--- src/hw/rtl/bsr_pkg.sv ---
`default_nettype none

package bsr_pkg;

    // Width of the internal cubic evaluation (value, products, f)
    localparam int CALC_WIDTH   = 64;
    localparam int TOL_WIDTH    = 24;
    localparam int ITER_WIDTH   = 8;
    localparam int STATUS_WIDTH = 2;

    localparam logic [TOL_WIDTH-1:0]  TOL_RESET  = 24'd66;
    localparam logic [ITER_WIDTH-1:0] ITER_RESET = 8'd100;

    // Constant term of x^3 - 2x - 5
    localparam int CUBIC_OFFSET = 5;

    // Result status codes
    localparam logic [STATUS_WIDTH-1:0] STATUS_CONVERGED = 2'd0;
    localparam logic [STATUS_WIDTH-1:0] STATUS_LIMIT     = 2'd1;
    localparam logic [STATUS_WIDTH-1:0] STATUS_NO_CHANGE = 2'd2;

    // Configuration register indexes
    localparam logic CFG_TOLERANCE = 1'b0;
    localparam logic CFG_MAX_ITER  = 1'b1;

    // Top-level sequencer
    typedef enum logic [5:0] {
        S_IDLE   = 6'b000001,
        S_EVAL_A = 6'b000010,
        S_EVAL_B = 6'b000100,
        S_MID    = 6'b001000,
        S_EVAL_C = 6'b010000,
        S_OUT    = 6'b100000
    } t_state;

    // Cubic evaluator phases
    typedef enum logic [2:0] {
        E_IDLE = 3'b001,
        E_CUBE = 3'b010,
        E_SUB  = 3'b100
    } t_eval_state;

endpackage

`default_nettype wire

--- src/hw/rtl/bsr_cubic.sv ---
`default_nettype none

// Evaluates f(x) = x^3 - 2x - 5 on one shared multiplier.
// start -> square -> cube -> subtract; done pulses with f valid after the subtract phase.
module bsr_cubic #(
    parameter int FRAC_BITS   = 16,
    parameter int VALUE_WIDTH = 24
) (
    input  wire                                   i_clk,
    input  wire                                   i_rst_n,
    input  wire                                   i_start,
    input  wire signed [VALUE_WIDTH-1:0]          i_x,
    output logic                                  o_done,
    output logic signed [bsr_pkg::CALC_WIDTH-1:0] o_f
);

    localparam int CW       = bsr_pkg::CALC_WIDTH;
    localparam int X2_FULL  = 2 * VALUE_WIDTH - FRAC_BITS;
    localparam int X2_CAPW  = CW - 1 - VALUE_WIDTH;
    localparam int X2_W     = (X2_FULL < X2_CAPW) ? X2_FULL : X2_CAPW;
    localparam int MUL_A_W  = (X2_W + 1 > VALUE_WIDTH) ? X2_W + 1 : VALUE_WIDTH;
    localparam int PROD_W   = MUL_A_W + VALUE_WIDTH;
    localparam logic [CW-1:0] X2_CAP = (CW'(1) << X2_CAPW) - CW'(1);
    localparam logic signed [CW-1:0] OFFSET = CW'(bsr_pkg::CUBIC_OFFSET) << FRAC_BITS;

    bsr_pkg::t_eval_state r_state, n_state;

    logic signed [VALUE_WIDTH-1:0] r_x;
    logic signed [CW-1:0]          r_prod;
    logic signed [CW-1:0]          r_f;
    logic                          r_done;

    logic [CW-1:0]                 x2_full;
    logic [X2_W-1:0]               x2;
    logic signed [MUL_A_W-1:0]     mul_a;
    logic signed [VALUE_WIDTH-1:0] mul_b;
    logic signed [PROD_W-1:0]      prod;
    logic signed [CW-1:0]          x3;
    logic signed [CW-1:0]          x_ext;

    // x^2 is nonnegative; clamp to the cap before the second multiply
    assign x2_full = $unsigned(r_prod) >> FRAC_BITS;
    assign x2      = (x2_full > X2_CAP) ? X2_W'(X2_CAP) : X2_W'(x2_full);

    // shared multiplier: x*x on start, x2*x in the cube phase
    always_comb begin
        if (r_state == bsr_pkg::E_CUBE) begin
            mul_a = $signed(MUL_A_W'(x2));
            mul_b = r_x;
        end else begin
            mul_a = MUL_A_W'(i_x);
            mul_b = i_x;
        end
    end

    assign prod  = PROD_W'(mul_a) * PROD_W'(mul_b);
    assign x3    = r_prod >>> FRAC_BITS;
    assign x_ext = CW'(r_x);

    always_comb begin
        n_state = r_state;
        unique case (r_state)
            bsr_pkg::E_IDLE: if (i_start) n_state = bsr_pkg::E_CUBE;
            bsr_pkg::E_CUBE: n_state = bsr_pkg::E_SUB;
            bsr_pkg::E_SUB:  n_state = bsr_pkg::E_IDLE;
            default:         n_state = bsr_pkg::E_IDLE;
        endcase
    end

    always_ff @(posedge i_clk) begin
        if (!i_rst_n) begin
            r_state <= bsr_pkg::E_IDLE;
            r_done  <= 1'b0;
        end else begin
            r_state <= n_state;
            r_done  <= (r_state == bsr_pkg::E_SUB);
        end
    end

    always_ff @(posedge i_clk) begin
        if (r_state == bsr_pkg::E_IDLE && i_start) begin
            r_x    <= i_x;
            r_prod <= CW'(prod);
        end else if (r_state == bsr_pkg::E_CUBE) begin
            r_prod <= CW'(prod);
        end
        if (r_state == bsr_pkg::E_SUB) begin
            r_f <= x3 - (x_ext <<< 1) - OFFSET;   // x^3 - 2x - 5
        end
    end

    assign o_done = r_done;
    assign o_f    = r_f;

endmodule

`default_nettype wire

--- config.mk ---
export PLATFORM = sky130hd
export DESIGN_NAME = bsr_cubic
export DESIGN_NICKNAME = d
export VERILOG_FILES = /design/src/hw/rtl/bsr_pkg.sv /design/src/hw/rtl/bsr_cubic.sv
export SDC_FILE = /design/constraint.sdc
export NUM_CORES = 2
export LEC_CHECK = 0
export BUFFER_PORTS_ARGS = -buffer_cell sky130_fd_sc_hd__buf_4
export CAP_MARGIN = 25
export CELL_PAD_IN_SITES_DETAIL_PLACEMENT = 0
export CELL_PAD_IN_SITES_GLOBAL_PLACEMENT = 2
export CORE_ASPECT_RATIO = 0.6
export CORE_MARGIN = 2
export CORE_UTILIZATION = 43
export CTS_CLUSTER_SIZE = 24
export DETAILED_ROUTE_END_ITERATION = 12
export GPL_TIMING_DRIVEN = 0
export HOLD_SLACK_MARGIN = 0.08
export PLACE_DENSITY_LB_ADDON = 0.3
export SLEW_MARGIN = 20
export SYNTH_ARGS = -nofsm -noshare
export SYNTH_HDL_FRONTEND = slang
export SYNTH_SLANG_ARGS = --single-unit
export TNS_END_PERCENT = 5
--- constraint.sdc ---
create_clock -name i_clk -period 9.9 [get_ports i_clk]
set_clock_uncertainty 0.05 [all_clocks]
set_input_delay 0.99 -clock i_clk [delete_from_list [all_inputs] [get_ports i_clk]]
set_output_delay 0.99 -clock i_clk [all_outputs]
set_load 0.02 [all_outputs]
==> results.toml <==
[layout]
layout_commonest_cell = "inv_1"
antenna_cells = 0
layout-drive-gt1-share_pct = 8.14
nets = 4820
final_cell_mix = "inv_1 (887), fa_1 (804), nor2_1 (436)"
fill_cells = 7678
syn_to_final_growth_pct = 10.0

[worst_setup_path]
crit_top_cell = "fa_1"
cp_max_fo = 10
critical_path.max_stage_delay_ns = 0.72
crit_path_end_kind = "flip-flop"
ff2ff_setup_slack_ns = 0.19
worst-path-buf-inv = 6
startpoint_type = "flip-flop"
worstPathArrival_ns = 9.89
cp.depth = 28
r2r-start = "r_state[1]"
rr_worst_depth = 28
cpLargestDelayFamily = "adder cells"
critPathKind = "flip-flop to flip-flop"
critPathRequiredTime_ns = 10.08
slowest_stage = "clkbuf_1"
r2r-end = "r_prod[62]"

[floorplan]
rows = 79
core_area_um2 = 77500
ioPinCount = 92
start_util_pct = 43.5
fp.dieH_um = 221
die_x_um = 365
dieArea_um2 = 80700

[status]
status = "finished, final reports clean"

[route]
drtIter0Drc = 2642
vias = 25500
drt-met1-wl_mm = 59.4
viasPerCell = 5.28
dr.max_layer_used = "met4"
drc = 0
met2_length_mm = 44.6
avgRoutedWirePerCell_um = 26.0
routed_wirelength_mm = 126
dr_wl_met3_mm = 19.1
ant_nets = 0
dr.pass1.iters = 6

[cts]
cts_hold_buf = 0
cts_tree = "built"
cts.sinks = 119
clockBufferDepth = 2
cts.clk_slew.worst_paths_ns = 0.07
ctsRootBufferMaster = "clkbuf_16"
cts-htree-levels = 4
cts_buffers = 17
clk_latency_ns = 0.51

[synth]
synth_ff_type = "edfxtp_1"
avgSynthCellArea_um2 = 9.29
syn_area_um2 = 33700
yosysSeqAreaShare_pct = 10.5
synth-async-reset-ratio_pct = 0
yosys.cell_types.count = 72
synth_edf_count = 115
synth_seq_cells = 119
yosysWarningCount = 0
synth.net_count = 4684
synthCells = 3624

[sta]
setup_viol = 0
fmax_mhz = 103
worst_slack_ns = 0.194
period_minus_slack_ns = 9.71
hold_violations = 0
maxSlewHeadroom_pct = 20.7
fin_crit_sh_pct = 98.0
worst_pin_slew_ns = 1.18
rsz0062_at_grt = "true"
slew_viol_final = 0

[min_path]
hold_class = "flip-flop to flip-flop"
holdPathEnd = "o_f[40]"
holdPathStages = 1
hp-start = "r_state[1]"

[grt]
grt_pass1_wl_mm = 185
grt_pass1_vias = 25900
gr-usage-all-layers_pct = 32.5
antenna_found_initial = 2
grt_max_degree = 42
overflow = 0

[placement]
pre_cts_ws_ns = -1.20
dp_hpwl_mm = 108
gp_congestion = 1.02
portBuffers = 91

[run]
maxCapViolCount = 0
## per-stage QoR
stage / setup TNS (ns) / std cells / area (µm²) / utilization, % / hold WS, ns
global placement: -36.72 / 4768 / 35700 / 46.0 / 0.635
CTS: -0.574 / 4815 / 36700 / 47.3 / 0.631
detailed placement: -20.45 / 4782 / 35900 / 46.3 / 0.622
floorplan: 0 / 3624 / 33700 / - / 0.486
finish: 0 / 4826 / 37100 / 47.8 / 0.631
global route: -0.133 / 4826 / 37100 / 47.8 / 0.662
## kinds of logic (layout without fill, tap and decap cells)
| family | count (synthesis) | count (layout) | synth area share (%) |
|---|---|---|---|
| buf+inv | 1043 | 1192 | 11.8 |
| compound gates | 323 | 323 | 6.46 |
| simple gates | 1010 | 1010 | 12.4 |
| flops | 119 | 119 | 10.5 |
| xor+xnor | 85 | 85 | 2.21 |
| fa+ha+maj | 1033 | 1033 | 56.3 |
| mux | 11 | 11 | 0.345 |
## flip-flops by register name, summed over array words and instances (netlist names)
signal	cells
r_x	24
r_state	3
o_done	1
r_prod	41
o_f	50
## Yosys cell counts, drive strengths merged, types with 22 or more instances
library cell	number	area share (%)
fa	805	48
o22ai	23	0.43
o21ai	71	1.1
a21oi	66	0.99
nand2b	24	0.45
buf	22	0.42
a21o	49	1.1
inv	887	9.9
edfxtp	115	10
ha	228	8.5
nand2	421	4.7
nor2	444	5.0
clkbuf	134	1.5
xor2	30	0.78
xnor2	55	1.4
## how the worst max path moves through the flow
stage / start / slack (ns) / end
floorplan: r_state[2] / 1.55 / r_prod[62]
global placement: r_state[1] / -1.78 / r_prod[62]
detailed placement: r_state[1] / -1.20 / r_prod[62]
CTS: r_state[1] / -0.19 / r_prod[62]
global route: r_state[1] / -0.1 / r_prod[62]
finish: r_state[1] / 0.19 / r_prod[62]
## layer usage
metal | track usage [%] | vias to the layer above
met4 | 5.55 | 0
met5 | 0 | -
met1 | 52.2 | 12900
met3 | 14.7 | 141
li1 | - | 11100
met2 | 39.0 | 1392
## cell type report
class                   count  area (µm²)  share of cell area [%]
well taps                1053        1320                    3.55
plain buffers             155         753                    2.03
clock inverters            14         139                   0.375
flip-flops and latches    119        3530                    9.53
multi-input cells        2462       26600                    71.7
inverters                 887        3330                    8.98
clock buffers              18         429                    1.16
repair buffers            118         987                    2.66
## worst reg2reg max path, delay by kind of cell, from the launching register on
kind	cells	cell delay [ns]
AO/OA/AOI/OAI	8	2.05
XOR/XNOR	1	0.14
adder cells (fa/ha/maj)	8	4.15
buffers and inverters	6	1.55
flip-flops	1	0.37
AND/OR/NAND/NOR	5	1.17
## what timing repair did
action / 4_1_cts / 5_1_grt
gates resized for setup: 60 / 108
setup endpoints to repair: 34 / 28
cloned: 0 / 0
pin swaps: 4 / 13
buffers inserted: 2 / 11
Power is left out: the tool's default activity adds up to more than one toggle a clock period on the data nets, which glitch-free logic cannot reach.
